[src/design/cbc_pkg.sv]
// ----------------------------------------------------------------------------
// cbc_pkg
// Shared types and constants of the cell balancing controller.
// ----------------------------------------------------------------------------
package cbc_pkg;

	localparam int NUM_STACKS      = 8;
	localparam int CELLS_PER_STACK = 12;

	localparam int STK_W   = 3;
	localparam int CELL_W  = 4;
	localparam int MV_W    = 16;
	localparam int TS_W    = 32;
	localparam int REF_W   = 20;
	localparam int MASK_W  = 12;
	localparam int PHASE_W = 2;

	localparam int STK_AW = (NUM_STACKS > 1) ? $clog2(NUM_STACKS) : 1;
	localparam int DONE_W = $clog2(NUM_STACKS + 1);

	localparam logic [CELL_W-1:0] LAST_CELL  = CELL_W'(CELLS_PER_STACK - 1);
	localparam logic [STK_AW-1:0] LAST_STACK = STK_AW'(NUM_STACKS - 1);

	// result buffer
	localparam int RBUF_DEPTH = 3;
	localparam int RBUF_AW    = $clog2(RBUF_DEPTH);
	localparam int RBUF_CW    = $clog2(RBUF_DEPTH + 1);

	// APB register map
	localparam int PADDR_W = 4;
	localparam int PDATA_W = 32;

	typedef enum logic [1:0] {
		REG_ALLOWED_DIFF = 2'd0,
		REG_MIN_TARGET   = 2'd1,
		REG_DIS_CYCLE    = 2'd2,
		REG_REFRESH      = 2'd3
	} reg_idx_t;

	localparam logic [MV_W-1:0]  RST_ALLOWED_DIFF = MV_W'(20);
	localparam logic [MV_W-1:0]  RST_MIN_TARGET   = MV_W'(3000);
	localparam logic [MV_W-1:0]  RST_DIS_CYCLE    = MV_W'(15000);
	localparam logic [REF_W-1:0] RST_REFRESH      = REF_W'(60 * 1000);

	// per-stack phase, one-hot in storage
	typedef enum logic [3:0] {
		PH_START = 4'b0001,
		PH_COOL  = 4'b0010,
		PH_DIS   = 4'b0100,
		PH_FIN   = 4'b1000
	} phase_t;

	localparam logic [PHASE_W-1:0] CODE_START = 2'd0;
	localparam logic [PHASE_W-1:0] CODE_COOL  = 2'd1;
	localparam logic [PHASE_W-1:0] CODE_DIS   = 2'd2;
	localparam logic [PHASE_W-1:0] CODE_FIN   = 2'd3;

	typedef struct packed {
		phase_t            ph;
		logic [MASK_W-1:0] mask;
		logic [TS_W-1:0]   start_ms;
	} entry_t;

	typedef struct packed {
		logic [STK_W-1:0]   out_stack;
		logic [MASK_W-1:0]  discharge_mask;
		logic [MV_W-1:0]    target_mv;
		logic [PHASE_W-1:0] stack_phase;
		logic               update_last;
		logic               all_finished;
		logic [TS_W-1:0]    since_refresh_ms;
	} res_t;

	function automatic logic [PHASE_W-1:0] phase_code(input phase_t ph);
		logic [PHASE_W-1:0] code;
		unique case (ph)
			PH_START: code = CODE_START;
			PH_COOL:  code = CODE_COOL;
			PH_DIS:   code = CODE_DIS;
			PH_FIN:   code = CODE_FIN;
			default:  code = CODE_START;
		endcase
		return code;
	endfunction

	function automatic logic [MASK_W-1:0] cell_bit(input logic [CELL_W-1:0] cidx);
		logic [MASK_W-1:0] b;
		b = '0;
		if ({28'd0, cidx} < 32'(MASK_W))
			b = MASK_W'(1) << cidx;
		return b;
	endfunction

endpackage

[src/design/cbc_if.sv]
// ----------------------------------------------------------------------------
// cbc_if
// Valid/ready channels of the cell balancing controller: sample and result.
// ----------------------------------------------------------------------------
interface cbc_sample_if;
	logic        valid;
	logic        ready;
	logic        req_type;
	logic [2:0]  stack_index;
	logic [3:0]  cell_index;
	logic [15:0] cell_voltage_mv;
	logic [15:0] global_min_mv;
	logic [31:0] timestamp_ms;

	modport source (
		output valid, req_type, stack_index, cell_index, cell_voltage_mv,
			global_min_mv, timestamp_ms,
		input ready
	);
	modport sink (
		input valid, req_type, stack_index, cell_index, cell_voltage_mv,
			global_min_mv, timestamp_ms,
		output ready
	);
endinterface

interface cbc_result_if;
	logic        valid;
	logic        ready;
	logic [2:0]  out_stack;
	logic [11:0] discharge_mask;
	logic [15:0] target_mv;
	logic [1:0]  stack_phase;
	logic        update_last;
	logic        all_finished;
	logic [31:0] since_refresh_ms;

	modport source (
		output valid, out_stack, discharge_mask, target_mv, stack_phase,
			update_last, all_finished, since_refresh_ms,
		input ready
	);
	modport sink (
		input valid, out_stack, discharge_mask, target_mv, stack_phase,
			update_last, all_finished, since_refresh_ms,
		output ready
	);
endinterface

[src/design/cbc_result_buf.sv]
// ----------------------------------------------------------------------------
// cbc_result_buf
// Small result queue between the step stage and the result channel.
// ----------------------------------------------------------------------------
module cbc_result_buf
	import cbc_pkg::*;
(
	input  logic               clk,
	input  logic               arst_n,
	input  logic               push,
	input  res_t               push_data,
	output logic [RBUF_CW-1:0] fill,
	cbc_result_if.source       result
);

	res_t               slot_q [RBUF_DEPTH];
	logic [RBUF_AW-1:0] wr_ptr_q;
	logic [RBUF_AW-1:0] rd_ptr_q;
	logic [RBUF_CW-1:0] cnt_q;
	logic               pop;
	res_t               head;

	assign pop  = result.valid && result.ready;
	assign fill = cnt_q;
	assign head = slot_q[rd_ptr_q];

	always_ff @(posedge clk) begin
		if (push)
			slot_q[wr_ptr_q] <= push_data;
	end

	always_ff @(posedge clk or negedge arst_n) begin
		if (!arst_n) begin
			wr_ptr_q <= '0;
			rd_ptr_q <= '0;
			cnt_q    <= '0;
		end else begin
			if (push)
				wr_ptr_q <= (wr_ptr_q == RBUF_AW'(RBUF_DEPTH - 1)) ? '0 : wr_ptr_q + 1'b1;
			if (pop)
				rd_ptr_q <= (rd_ptr_q == RBUF_AW'(RBUF_DEPTH - 1)) ? '0 : rd_ptr_q + 1'b1;
			if (push && !pop)
				cnt_q <= cnt_q + 1'b1;
			else if (pop && !push)
				cnt_q <= cnt_q - 1'b1;
		end
	end

	assign result.valid            = (cnt_q != '0);
	assign result.out_stack        = head.out_stack;
	assign result.discharge_mask   = head.discharge_mask;
	assign result.target_mv        = head.target_mv;
	assign result.stack_phase      = head.stack_phase;
	assign result.update_last      = head.update_last;
	assign result.all_finished     = head.all_finished;
	assign result.since_refresh_ms = head.since_refresh_ms;

endmodule

[src/design/cell_balancing_controller.sv]
// ----------------------------------------------------------------------------
// cell_balancing_controller
// Passive cell balancing: per-stack phase machine over a stack state memory.
// ----------------------------------------------------------------------------
// Takes one sample beat per clock. A sample is a cell voltage; the first
// sample of an update (stack 0, cell 0) may reload the balancing target,
// and the last cell of a stack steps that stack's phase machine
// (start -> cooldown -> discharging <-> cooldown -> finished) and produces
// one result beat with the discharge mask. A restart beat returns all
// stacks to start and clears the target; it produces no result. Samples
// with stack or cell out of range are dropped. A sample is registered into
// stage 1 and its result into the result queue. The sustained rate of one
// beat per cycle is set by the stack state memory: it is read when the
// beat is taken and written back in the cycle after, and a back-to-back
// access to the same stack is served from the write data. sample.ready
// drops only when the three-entry result queue plus the result in flight
// would overflow, so it depends only on internal state. Reset and restart
// clear the stack memory through one valid flag per stack; no clearing
// pass is needed. Registers sit on an APB port at byte addresses 0, 4, 8
// and 12 and may be changed only while the block is idle.
// ----------------------------------------------------------------------------
module cell_balancing_controller
	import cbc_pkg::*;
(
	input  logic               clk,
	input  logic               arst_n,
	input  logic               psel,
	input  logic               penable,
	input  logic               pwrite,
	input  logic [PADDR_W-1:0] paddr,
	input  logic [PDATA_W-1:0] pwdata,
	output logic [PDATA_W-1:0] prdata,
	output logic               pready,
	cbc_sample_if.sink         sample,
	cbc_result_if.source       result
);

	// ---------------- configuration registers ----------------
	logic [MV_W-1:0]  allowed_diff_q;
	logic [MV_W-1:0]  min_target_q;
	logic [MV_W-1:0]  dis_cycle_q;
	logic [REF_W-1:0] refresh_q;
	reg_idx_t         reg_sel;
	logic             cfg_wr;

	assign pready  = 1'b1;
	assign reg_sel = reg_idx_t'(paddr[PADDR_W-1:2]);
	assign cfg_wr  = psel && penable && pwrite && pready;

	always_ff @(posedge clk or negedge arst_n) begin
		if (!arst_n) begin
			allowed_diff_q <= RST_ALLOWED_DIFF;
			min_target_q   <= RST_MIN_TARGET;
			dis_cycle_q    <= RST_DIS_CYCLE;
			refresh_q      <= RST_REFRESH;
		end else if (cfg_wr) begin
			unique case (reg_sel)
				REG_ALLOWED_DIFF: allowed_diff_q <= pwdata[MV_W-1:0];
				REG_MIN_TARGET:   min_target_q   <= pwdata[MV_W-1:0];
				REG_DIS_CYCLE:    dis_cycle_q    <= pwdata[MV_W-1:0];
				REG_REFRESH:      refresh_q      <= pwdata[REF_W-1:0];
				default: ;
			endcase
		end
	end

	always_comb begin
		unique case (reg_sel)
			REG_ALLOWED_DIFF: prdata = PDATA_W'(allowed_diff_q);
			REG_MIN_TARGET:   prdata = PDATA_W'(min_target_q);
			REG_DIS_CYCLE:    prdata = PDATA_W'(dis_cycle_q);
			REG_REFRESH:      prdata = PDATA_W'(refresh_q);
			default:          prdata = '0;
		endcase
	end

	// ---------------- stage 0: accept, top-two, memory read ----------------
	logic               take;
	logic               restart;
	logic               in_range;
	logic               is_sample;
	logic [STK_AW-1:0]  rd_addr;
	logic               push;
	logic [RBUF_CW-1:0] fill;

	// worst case: queue fill plus the result now in stage 1
	assign sample.ready = (int'(fill) + int'(push)) < RBUF_DEPTH;

	assign take      = sample.valid && sample.ready;
	assign restart   = take && sample.req_type;
	assign in_range  = (32'(sample.stack_index) < NUM_STACKS)
		&& (32'(sample.cell_index) < CELLS_PER_STACK);
	assign is_sample = take && !sample.req_type && in_range;
	assign rd_addr   = sample.stack_index[STK_AW-1:0];

	// running top-two of the current stack; first index wins ties
	logic [MV_W-1:0]   best_lvl_q;
	logic [CELL_W-1:0] best_cell_q;
	logic [MV_W-1:0]   run_lvl_q;
	logic [CELL_W-1:0] run_cell_q;
	logic              run_vld_q;

	always_ff @(posedge clk or negedge arst_n) begin
		if (!arst_n) begin
			best_lvl_q  <= '0;
			best_cell_q <= '0;
			run_lvl_q   <= '0;
			run_cell_q  <= '0;
			run_vld_q   <= 1'b0;
		end else if (restart) begin
			best_lvl_q  <= '0;
			best_cell_q <= '0;
			run_lvl_q   <= '0;
			run_cell_q  <= '0;
			run_vld_q   <= 1'b0;
		end else if (is_sample) begin
			priority if (sample.cell_index == '0) begin
				best_lvl_q  <= sample.cell_voltage_mv;
				best_cell_q <= '0;
				run_lvl_q   <= '0;
				run_cell_q  <= '0;
				run_vld_q   <= 1'b0;
			end else if (sample.cell_voltage_mv > best_lvl_q) begin
				run_lvl_q   <= best_lvl_q;
				run_cell_q  <= best_cell_q;
				run_vld_q   <= 1'b1;
				best_lvl_q  <= sample.cell_voltage_mv;
				best_cell_q <= sample.cell_index;
			end else if (!run_vld_q || sample.cell_voltage_mv > run_lvl_q) begin
				run_lvl_q   <= sample.cell_voltage_mv;
				run_cell_q  <= sample.cell_index;
				run_vld_q   <= 1'b1;
			end
		end
	end

	// stack state memory, registered read, written back from stage 1
	entry_t            stack_mem [NUM_STACKS];
	logic [NUM_STACKS-1:0] vld_q;
	logic              wr_en;
	logic [STK_AW-1:0] wr_addr;
	entry_t            wr_data;
	logic              fwd;

	assign fwd = wr_en && (wr_addr == rd_addr);

	// stage 1 pipeline registers
	logic              valid_s1;
	logic              restart_s1;
	logic              first_s1;
	logic              step_s1;
	logic              last_s1;
	logic [STK_AW-1:0] stack_s1;
	logic [TS_W-1:0]   ts_s1;
	logic [MV_W-1:0]   gmin_s1;
	entry_t            ent_raw_s1;
	logic              ent_vld_s1;

	always_ff @(posedge clk) begin
		if (wr_en)
			stack_mem[wr_addr] <= wr_data;
		if (take) begin
			ent_raw_s1 <= fwd ? wr_data : stack_mem[rd_addr];
			stack_s1   <= rd_addr;
			ts_s1      <= sample.timestamp_ms;
			gmin_s1    <= sample.global_min_mv;
		end
	end

	always_ff @(posedge clk or negedge arst_n) begin
		if (!arst_n) begin
			vld_q      <= '0;
			valid_s1   <= 1'b0;
			restart_s1 <= 1'b0;
			first_s1   <= 1'b0;
			step_s1    <= 1'b0;
			last_s1    <= 1'b0;
			ent_vld_s1 <= 1'b0;
		end else begin
			// restart is younger than the write in stage 1, so it wins
			if (restart)
				vld_q <= '0;
			else if (wr_en)
				vld_q[wr_addr] <= 1'b1;
			valid_s1   <= take;
			restart_s1 <= restart;
			first_s1   <= is_sample && (sample.stack_index == '0)
				&& (sample.cell_index == '0);
			step_s1    <= is_sample && (sample.cell_index == LAST_CELL);
			last_s1    <= (rd_addr == LAST_STACK);
			if (take)
				ent_vld_s1 <= fwd || vld_q[rd_addr];
		end
	end

	// ---------------- stage 1: target, phase step, write back ----------------
	logic [MV_W-1:0]   target_q;
	logic              target_vld_q;
	logic [TS_W-1:0]   origin_q;
	logic [DONE_W-1:0] done_q;

	entry_t            ent;
	entry_t            nxt;
	logic [MASK_W-1:0] mask_out;
	logic              best_hit;
	logic              run_hit;
	logic [MASK_W-1:0] cool_mask;
	logic [TS_W-1:0]   elapsed;
	logic [TS_W-1:0]   since;
	logic              fin_step;
	logic [DONE_W-1:0] done_base;
	logic [DONE_W-1:0] done_nxt;
	logic              all_fin;
	logic              refresh;
	res_t              res;

	// never-written or restarted stacks read as start
	assign ent = ent_vld_s1 ? ent_raw_s1
		: entry_t'{ph: PH_START, mask: '0, start_ms: '0};

	assign best_hit = (best_lvl_q > target_q)
		&& ((best_lvl_q - target_q) > allowed_diff_q);
	assign run_hit  = run_vld_q && (run_lvl_q > target_q)
		&& ((run_lvl_q - target_q) > allowed_diff_q);
	assign cool_mask = (best_hit ? cell_bit(best_cell_q) : '0)
		| (run_hit ? cell_bit(run_cell_q) : '0);

	assign elapsed = ts_s1 - ent.start_ms;   // wraps safely
	assign since   = ts_s1 - origin_q;

	always_comb begin
		nxt      = ent;
		mask_out = '0;
		fin_step = 1'b0;
		unique case (ent.ph)
			PH_START: begin
				nxt.ph       = PH_COOL;
				nxt.start_ms = ts_s1;
			end
			PH_COOL: begin
				nxt.mask = cool_mask;
				if (!best_hit && !run_hit) begin
					nxt.ph = PH_FIN;
				end else begin
					nxt.ph       = PH_DIS;
					nxt.start_ms = ts_s1;
					mask_out     = cool_mask;
				end
			end
			PH_DIS: begin
				if (elapsed >= TS_W'(dis_cycle_q)) begin
					nxt.ph       = PH_COOL;
					nxt.mask     = '0;
					nxt.start_ms = ts_s1;
				end else begin
					mask_out = ent.mask;
				end
			end
			PH_FIN: fin_step = 1'b1;
			default: ;
		endcase
	end

	// first and last cell of a stack never share a beat
	assign done_base = first_s1 ? '0 : done_q;
	assign done_nxt  = (step_s1 && fin_step && (done_base < DONE_W'(NUM_STACKS)))
		? done_base + 1'b1 : done_base;
	assign all_fin   = last_s1 && (done_nxt >= DONE_W'(NUM_STACKS));

	assign refresh = !target_vld_q || (gmin_s1 > target_q)
		|| (since >= TS_W'(refresh_q));

	assign push    = valid_s1 && step_s1;
	assign wr_en   = push;
	assign wr_addr = stack_s1;
	assign wr_data = nxt;

	always_ff @(posedge clk or negedge arst_n) begin
		if (!arst_n) begin
			target_q     <= '0;
			target_vld_q <= 1'b0;
			origin_q     <= '0;
			done_q       <= '0;
		end else if (valid_s1) begin
			if (restart_s1) begin
				target_q     <= '0;
				target_vld_q <= 1'b0;
				done_q       <= '0;
			end else begin
				done_q <= done_nxt;
				if (first_s1 && refresh) begin
					target_q     <= (gmin_s1 < min_target_q) ? min_target_q : gmin_s1;
					target_vld_q <= 1'b1;
				end
				if (step_s1 && last_s1 && !all_fin)
					origin_q <= ts_s1;
			end
		end
	end

	always_comb begin
		res.out_stack        = STK_W'(stack_s1);
		res.discharge_mask   = mask_out;
		res.target_mv        = target_q;
		res.stack_phase      = phase_code(nxt.ph);
		res.update_last      = last_s1;
		res.all_finished     = all_fin;
		res.since_refresh_ms = last_s1 ? since : '0;
	end

	cbc_result_buf u_rbuf (
		.clk       (clk),
		.arst_n    (arst_n),
		.push      (push),
		.push_data (res),
		.fill      (fill),
		.result    (result)
	);

	// ---------------- assertions ----------------
	a_no_overflow: assert property (@(posedge clk) disable iff (!arst_n)
		!(push && (fill == RBUF_CW'(RBUF_DEPTH)) && !(result.valid && result.ready)))
		else $error("result queue overflow");

	a_restart_clears: assert property (@(posedge clk) disable iff (!arst_n)
		restart |=> (vld_q == '0))
		else $error("restart left stack state valid");

	a_mask_phase: assert property (@(posedge clk) disable iff (!arst_n)
		result.valid && (result.discharge_mask != '0) |-> result.stack_phase == CODE_DIS)
		else $error("discharge mask outside discharging phase");

	a_never_start: assert property (@(posedge clk) disable iff (!arst_n)
		push |-> res.stack_phase != CODE_START)
		else $error("step left a stack in start");

	a_last_only: assert property (@(posedge clk) disable iff (!arst_n)
		result.valid && !result.update_last
			|-> (result.since_refresh_ms == '0) && !result.all_finished)
		else $error("update summary on a non-last result");

endmodule
[src/flat_wrapper.sv]
// flat-port wrapper written by rule: the top's interface ports become plain ports
module cell_balancing_controller_flat import cbc_pkg::*;
  (clk, arst_n, psel, penable, pwrite, paddr, pwdata, prdata, pready, sample_valid, sample_req_type, sample_stack_index, sample_cell_index, sample_cell_voltage_mv, sample_global_min_mv, sample_timestamp_ms, sample_ready, result_valid, result_out_stack, result_discharge_mask, result_target_mv, result_stack_phase, result_update_last, result_all_finished, result_since_refresh_ms, result_ready);
  cbc_sample_if sample_i ();
  cbc_result_if result_i ();
  input  logic clk;
  input  logic arst_n;
  input  logic psel;
  input  logic penable;
  input  logic pwrite;
  input  logic [PADDR_W-1:0] paddr;
  input  logic [PDATA_W-1:0] pwdata;
  output logic [PDATA_W-1:0] prdata;
  output logic pready;
  input wire logic [$bits(sample_i.valid)-1:0] sample_valid;
  input wire logic [$bits(sample_i.req_type)-1:0] sample_req_type;
  input wire logic [$bits(sample_i.stack_index)-1:0] sample_stack_index;
  input wire logic [$bits(sample_i.cell_index)-1:0] sample_cell_index;
  input wire logic [$bits(sample_i.cell_voltage_mv)-1:0] sample_cell_voltage_mv;
  input wire logic [$bits(sample_i.global_min_mv)-1:0] sample_global_min_mv;
  input wire logic [$bits(sample_i.timestamp_ms)-1:0] sample_timestamp_ms;
  output wire logic [$bits(sample_i.ready)-1:0] sample_ready;
  output wire logic [$bits(result_i.valid)-1:0] result_valid;
  output wire logic [$bits(result_i.out_stack)-1:0] result_out_stack;
  output wire logic [$bits(result_i.discharge_mask)-1:0] result_discharge_mask;
  output wire logic [$bits(result_i.target_mv)-1:0] result_target_mv;
  output wire logic [$bits(result_i.stack_phase)-1:0] result_stack_phase;
  output wire logic [$bits(result_i.update_last)-1:0] result_update_last;
  output wire logic [$bits(result_i.all_finished)-1:0] result_all_finished;
  output wire logic [$bits(result_i.since_refresh_ms)-1:0] result_since_refresh_ms;
  input wire logic [$bits(result_i.ready)-1:0] result_ready;
  assign sample_i.valid = sample_valid;
  assign sample_i.req_type = sample_req_type;
  assign sample_i.stack_index = sample_stack_index;
  assign sample_i.cell_index = sample_cell_index;
  assign sample_i.cell_voltage_mv = sample_cell_voltage_mv;
  assign sample_i.global_min_mv = sample_global_min_mv;
  assign sample_i.timestamp_ms = sample_timestamp_ms;
  assign sample_ready = sample_i.ready;
  assign result_valid = result_i.valid;
  assign result_out_stack = result_i.out_stack;
  assign result_discharge_mask = result_i.discharge_mask;
  assign result_target_mv = result_i.target_mv;
  assign result_stack_phase = result_i.stack_phase;
  assign result_update_last = result_i.update_last;
  assign result_all_finished = result_i.all_finished;
  assign result_since_refresh_ms = result_i.since_refresh_ms;
  assign result_i.ready = result_ready;
  cell_balancing_controller u_core (.clk(clk), .arst_n(arst_n), .psel(psel), .penable(penable), .pwrite(pwrite), .paddr(paddr), .pwdata(pwdata), .prdata(prdata), .pready(pready), .sample(sample_i), .result(result_i));
endmodule
[config.mk]
export PLATFORM = sky130hd
export DESIGN_NAME = cell_balancing_controller_flat
export DESIGN_NICKNAME = d
export VERILOG_FILES = /design/src/design/cbc_pkg.sv /design/src/design/cbc_if.sv /design/src/design/cbc_result_buf.sv /design/src/design/cell_balancing_controller.sv /design/src/flat_wrapper.sv
export SDC_FILE = /design/constraint.sdc
export NUM_CORES = 1
export LEC_CHECK = 0
export BUFFER_PORTS_ARGS = -buffer_cell sky130_fd_sc_hd__buf_2
export CAP_MARGIN = 20
export CORE_MARGIN = 8
export CORE_UTILIZATION = 45
export DETAILED_ROUTE_END_ITERATION = 8
export PLACE_DENSITY = 0.6
export SLEW_MARGIN = 5
export SYNTH_ARGS = -nofsm -noshare
export SYNTH_HDL_FRONTEND = slang
export SYNTH_SLANG_ARGS = --single-unit
[constraint.sdc]
create_clock -name clk -period 7.4 [get_ports clk]
set_input_delay 2.22 -clock clk [delete_from_list [all_inputs] [get_ports clk]]
set_output_delay 2.22 -clock clk [all_outputs]
set_load 0.005 [all_outputs]
==> flow_metrics.tcl, run 1 <==
set metrics [dict create \
    synth_warnings 0 \
    powerDensity_nw_per_um2 348 \
    crit_type "reg2reg" \
    yosys-top-cells-area "edfxtp_1 46%, dfrtp_1 8.9%, ha_1 6.5%" \
    setup_slack_ns 0.830 \
    dp.cells 4945 \
    grt_pass1_wl_mm 177 \
    ant_nets 0 \
    fin_crit_ns 6.57 \
    vias 29700 \
    htree_levels 3 \
    rsz0062_at_grt "no" \
    end_kind "flop" \
    place_ws_ns 0.935 \
    drv_slew 0 \
    worst_ir_drop_vdd_v 0.000210 \
    synth-seq-cells 866 \
    synth_edf_count 684 \
    tns_ns 0 \
    die_w_um 330 \
    synth_async_sr_flop_share 0.210 \
    path_max_fanout 16 \
    yosysUniqueCellTypes 79 \
    ys_seq_area_frac 0.565 \
    num_rows 115 \
    drc 0 \
    cts_root_buf "clkbuf_16" \
    syn_area_um2 44500 \
    wl_per_cell_um 23.2 \
    synth.top_cells.by_count "684 x edfxtp_1, 324 x nand2_1, 251 x o21ai_0" \
    ys.flop_type "edfxtp_1" \
    fmax_mhz 152 \
    drt_iter0_drc 2733 \
    cts_buffers 94 \
    cp.required_ns 7.81 \
    cap_viol_max_count 0 \
    min_path_type "reg2reg" \
    placed_cell_area_um2 46900 \
    cp-start-kind "flop" \
    numClockSinks 866 \
    leakage_nw 18.8 \
    final_cell_count_no_fill 5123 \
    cts.repair.resized 0 \
    initial_core_util 0.453 \
    fin_skew_ns 0.0253 \
    synth_most_common_cell "edfxtp_1" \
    yosys.area.top_type "edfxtp_1" \
    grt-ovfl-total 0 \
    antenna_found_initial 5 \
    design_area_um2 50000 \
    ios 217 \
    fin_nets 4105 \
    cts.hold.buffers_added 0 \
    post_cts_buffers 0 \
    areaGrowthSynthToFinish_pct 12.4 \
    drive_gt1_frac 0.178 \
    grt_max_degree 134 \
    final-setup-viol-count 0 \
    die_h_um 330 \
    outcome "finished clean" \
    firstDrtPassIters 7 \
    fin_crit_sh 0.888 \
    dp_hpwl_mm 82.3 \
    drt-total-wl_mm 119 \
    viasPerCell 5.80 \
    clockBufferDepth 3 \
    hold_viol 0 \
    grt_usage 0.212 \
    slew_headroom 0.316 \
    synth.avg_cell_area_um2 12.4 \
    syn_inst 3597 \
    coreArea_um2 98100 \
    synth_top_cell_area_share 0.462 \
    cts_tree "yes" \
    die_area_um2 109000 \
    worst_slew_pin_slew_ns 1.03 \
    clk_latency_ns 0.68 \
    port_buffers 189 \
    cts.clk_slew.worst_paths_ns 0.06 \
    finalPower_mw 17.4 \
    routabilityCongestion 0.943 \
    crit_arrival_ns 6.98 \
    grt_pass1_vias 28700 \
]
[layout by cell type (no fill, tap or decap), drive strengths merged, types with 10 or more instances in the layout]
cell	n
nand2	324
o2111ai	10
mux2	104
nand3	118
o21a	28
dfrtp	159
a211oi	49
nor4	12
nor3	91
and3	12
conb	13
nor3b	12
and2	31
buf	250
mux4	114
clkinv	47
a21o	62
nor2b	32
clkbuf	114
a21oi	123
xor2	33
nor2	141
a22oi	32
nand2b	25
edfxtp	684
nand4	40
mux2i	116
inv	201
dfstp	23
a31oi	86
o21ai	257
o211ai	16
or3	11
or4	11
xnor2	44
o22ai	25
o21bai	11
o2bb2ai	12
ha	231
[final cells by class]
class | count | area (um^2)
Inverter | 198 | 746
Multi-Input combinational cell | 2344 | 18000
Clock inverter | 61 | 544
Tap cell | 1287 | 1610
Sequential cell | 866 | 25100
Timing Repair Buffer | 251 | 1480
Clock buffer | 113 | 2530
Antenna cell | 3 | 7.51
Fill cell | 8611 | 48100
[report_power, final]
group / switching, mW / total, mW / internal (mW) / leakage [nW]
Combinational: 3.73 / 6.14 / 2.41 / 8.68
Sequential: 0.578 / 6.63 / 6.05 / 8.66
Clock: 1.96 / 4.62 / 2.66 / 1.51
[cells by family (layout without fill, tap and decap cells)]
family	Yosys count	after routing	share of synthesized area
DFF	866	866	0.565
muxes	334	334	0.110
buffers and inverters	398	623	0.0349
adders and majority gates	235	235	0.0668
other	2	16	0.000169
xor gates and xnor gates	77	77	0.0152
and+or+nand+nor	887	887	0.0944
AOI/OAI and AO/OA	798	798	0.114
[per-layer routing]
metal  up-vias  GRT usage  routed length [um]
met2       894      0.333               54200
li1      14000          -                   -
met1     14700      0.297               52900
met3       148     0.0434                8460
met4         0     0.0674                3110
met5         -          0                   0
[final timing paths]
check | start | endpoint | slack [ns] | depth (start not counted)
min reg2reg | u_core.vld_q[6] | u_core.vld_q[6] | 0.49 | 2
min in group asynchronous | arst_n | u_core.best_lvl_q[4] | 1.51 | 1
max | u_core.target_q[1] | u_core.u_rbuf.slot_q[2][34] | 0.83 | 26
max reg2reg | u_core.target_q[1] | u_core.u_rbuf.slot_q[2][34] | 0.83 | 26
min | u_core.vld_q[6] | u_core.vld_q[6] | 0.49 | 2
max in group asynchronous | arst_n | u_core.u_rbuf.rd_ptr_q[1] | 4.63 | 2
[critical path: stages (launching register included)]
cell and delay (ns):
dfrtp_1 0.42, inv_1 0.29, ha_1 0.31, nor2b_1 0.13, o21ai_0 0.18, a21boi_0 0.16
o21a_1 0.20, o21ai_0 0.15, nand2b_1 0.10, a41o_1 0.28, o41ai_1 0.57, o2111ai_1 0.22
a21oi_1 0.23, xnor2_1 0.10, ha_1 0.31, nand4_1 0.15, nor4_1 0.26, nand2_1 0.09
nand3_1 0.09, a31oi_1 0.04, buf_4 0.18, nand2_1 0.10, nand2_1 0.09, buf_4 0.24
o21ai_0 0.81, nand4_1 0.16, mux2i_1 0.43
[registers in the layout (all words and copies together) (netlist names), 8 cells and up]
| register | cells |
|---|---|
| u_core.stack_mem | 384 |
| u_core.u_rbuf.slot_q | 201 |
| u_core.ent_raw_s1 | 48 |
| u_core.origin_q | 32 |
| u_core.ts_s1 | 32 |
| u_core.refresh_q | 20 |
| u_core.allowed_diff_q | 16 |
| u_core.best_lvl_q | 16 |
| u_core.dis_cycle_q | 16 |
| u_core.gmin_s1 | 16 |
| u_core.min_target_q | 16 |
| u_core.run_lvl_q | 16 |
| u_core.target_q | 16 |
| u_core.vld_q | 8 |
[stage by stage]
stage / util / hold WS, ns
after CTS: 0.509 / 0.492
after global placement: 0.478 / 0.465
after global routing: 0.509 / 0.506
final: 0.509 / 0.495
after floorplan: - / 0.450
after detailed placement: 0.478 / 0.482
(Power assumes the default switching activity.)
==> run 2: changes to the inputs <==
clock period = 6.9 ns   (was 7.4 ns; I/O delays follow)
==> run 2 against run 1 <==
  * Power rose by 8.5%
  * Critical path depth fell by 5
  * Final cell count grew 0.29%
  * First-iteration DRC count is 6.8% lower
  * Clock skew increased by 0.010 ns
  * Setup slack got worse by 0.41 ns
  * Fmax rose by 1.4%
  * Via count increased by 0.87%
  * Die area is the same
  * Non-clock buffer count increased by 13
  * Global-route usage grew 0.20 points
  * Combinational power rose by 9.4%
  * Critical path type unchanged
  * Largest cell class unchanged
==> flow_metrics.tcl, run 2 (synthesis gave the netlist of run 1 again) <==
set metrics [dict create \
    path_delay_family "compound AO/OA/AOI/OAI gates" \
    final-setup-viol-count 0 \
    layout_common_cells "684 x edfxtp_1, 324 x nand2_1, 251 x o21ai_0" \
    antenna_found_initial 10 \
    fmax_mhz 154 \
    fin_crit_ns 6.48 \
    drt_iter0_drc 2547 \
    seq_power_share 0.373 \
    numClockSinks 866 \
    coreArea_um2 98100 \
    drv_slew 0 \
    worst_slew_pin_slew_ns 1.08 \
    initial_core_util 0.453 \
    rsz0062_at_grt "no" \
    cp_slowest_cell "or4_1" \
    viasPerCell 5.83 \
    hold_viol 0 \
    fin_crit_sh 0.939 \
    dp.cells 4958 \
    firstDrtPassIters 6 \
    wl_per_cell_um 23.2 \
    ios 217 \
    worst-path-buf-inv 1 \
    crit_type "reg2reg" \
    fin_nets 4116 \
    cp_cell_sequence "nand2_1, inv_1, ha_1, fa_1, nand2b_1, a21o_1, a2111o_1, nand2_1, a21o_1, a21oi_1, xnor2_1, ha_1, a21o_1, a221oi_1, o2111ai_1, nor4_1, nand3b_1, or4_1, or2_1, o31a_1, mux2i_1" \
    ant_nets 0 \
    die_h_um 330 \
    largest_reg_flops 384 \
    fin_skew_ns 0.0357 \
    cap_viol_max_count 0 \
    leakage_nw 18.9 \
    cts.hold.buffers_added 0 \
    p_sw_frac 0.357 \
    worst_ir_drop_vdd_v 0.000209 \
    grt_pass1_wl_mm 179 \
    cp-start-kind "flop" \
    cts_root_buf "clkbuf_16" \
    die_area_um2 109000 \
    grt_max_degree 124 \
    routabilityCongestion 0.902 \
    dp_hpwl_mm 83.4 \
    clockBufferDepth 3 \
    cp.required_ns 7.28 \
    port_buffers 189 \
    top_register "u_core.stack_mem" \
    crit_top_cell "a21o_1" \
    internal-power_mw 12.1 \
    end_kind "flop" \
    clk_latency_ns 0.67 \
    powerDensity_nw_per_um2 375 \
    vias 30000 \
    grt-ovfl-total 0 \
    outcome "finished clean" \
    finalPower_mw 18.9 \
    drt-total-wl_mm 119 \
    path_max_fanout 10 \
    grt_usage 0.215 \
    n_fill_cell 8449 \
    cp_slowest_stage_delay_ns 0.55 \
    clkPwrFrac 0.270 \
    die_w_um 330 \
    areaGrowthSynthToFinish_pct 13.0 \
    crit_arrival_ns 6.86 \
    min_path_type "reg2reg" \
    switching_power_mw 6.74 \
    tns_ns 0 \
    slew_headroom 0.280 \
    cts_tree "yes" \
    drive_gt1_frac 0.182 \
    combPwrFrac 0.356 \
    cts_buffers 92 \
    final_cell_count_no_fill 5138 \
    reg_top3 "u_core.stack_mem: 384 flops, u_core.u_rbuf.slot_q: 201 flops, u_core.ent_raw_s1: 48 flops" \
    num_rows 115 \
    htree_levels 3 \
    drc 0 \
    cts.clk_slew.worst_paths_ns 0.06 \
    grt_pass1_vias 28900 \
    final_common_cell "edfxtp_1" \
]
## run 2: repair_timing
| action | in CTS | in global routing |
|---|---|---|
| buffers inserted | 0 | 0 |
| setup endpoints to repair | 0 | 88 |
| gates resized for setup | 0 | 11 |
## run 2: worst paths after layout
kind | depth (start not counted) | to | slack (ns) | start
max in group asynchronous | 2 | u_core.refresh_q[17] | 4.41 | arst_n
min in group asynchronous | 1 | u_core.best_lvl_q[4] | 1.37 | arst_n
min | 2 | u_core.origin_q[0] | 0.49 | u_core.origin_q[0]
min reg2reg | 2 | u_core.origin_q[0] | 0.49 | u_core.origin_q[0]
max reg2reg | 21 | u_core.u_rbuf.slot_q[0][34] | 0.42 | u_core.ent_vld_s1
max | 21 | u_core.u_rbuf.slot_q[0][34] | 0.42 | u_core.ent_vld_s1
## run 2: final cells by class
class	count	area, um^2	share of cell area
Sequential cell	866	25100	0.500
Multi-Input combinational cell	2344	18000	0.359
Clock buffer	116	2550	0.0507
Tap cell	1287	1610	0.0320
Timing Repair Buffer	264	1600	0.0317
Inverter	198	746	0.0148
Clock inverter	57	592	0.0118
Antenna cell	6	15.0	0.000299
## run 2: metal layers
metal / wire [um] / vias to the layer above / GRT usage
met4: 3140 / 2 / 0.0673
met1: 53100 / 14900 / 0.301
met5: 10 / - / 0
li1: - / 14000 / -
met3: 8110 / 158 / 0.0369
met2: 54700 / 960 / 0.340
## run 2: power groups by stage
stage	combinational [mW]	sequential, mW	clock, mW
after floorplan	4.79	6.80	0
after global placement	6.58	7.12	0
after detailed placement	6.65	7.14	0
after CTS	6.68	7.03	5.19
after global routing	7.49	7.08	5.39
final	6.72	7.04	5.10
## run 2: tightest hold or removal path, delay by kind of cell (launching register included)
kind               cells  cell delay [ns]
and+or+nand+nor        1             0.05
DFF                    1             0.35
AOI/OAI and AO/OA      1             0.06
## run 2: stage by stage
step	utilization	setup slack, ns	hold slack (ns)	area, um^2
floorplan	-	0.581	0.450	44500
global placement	0.479	0.605	0.468	47000
detailed placement	0.479	0.537	0.476	47000
CTS	0.511	0.520	0.489	50200
global route	0.512	0.00579	0.509	50300
finish	0.512	0.421	0.486	50300
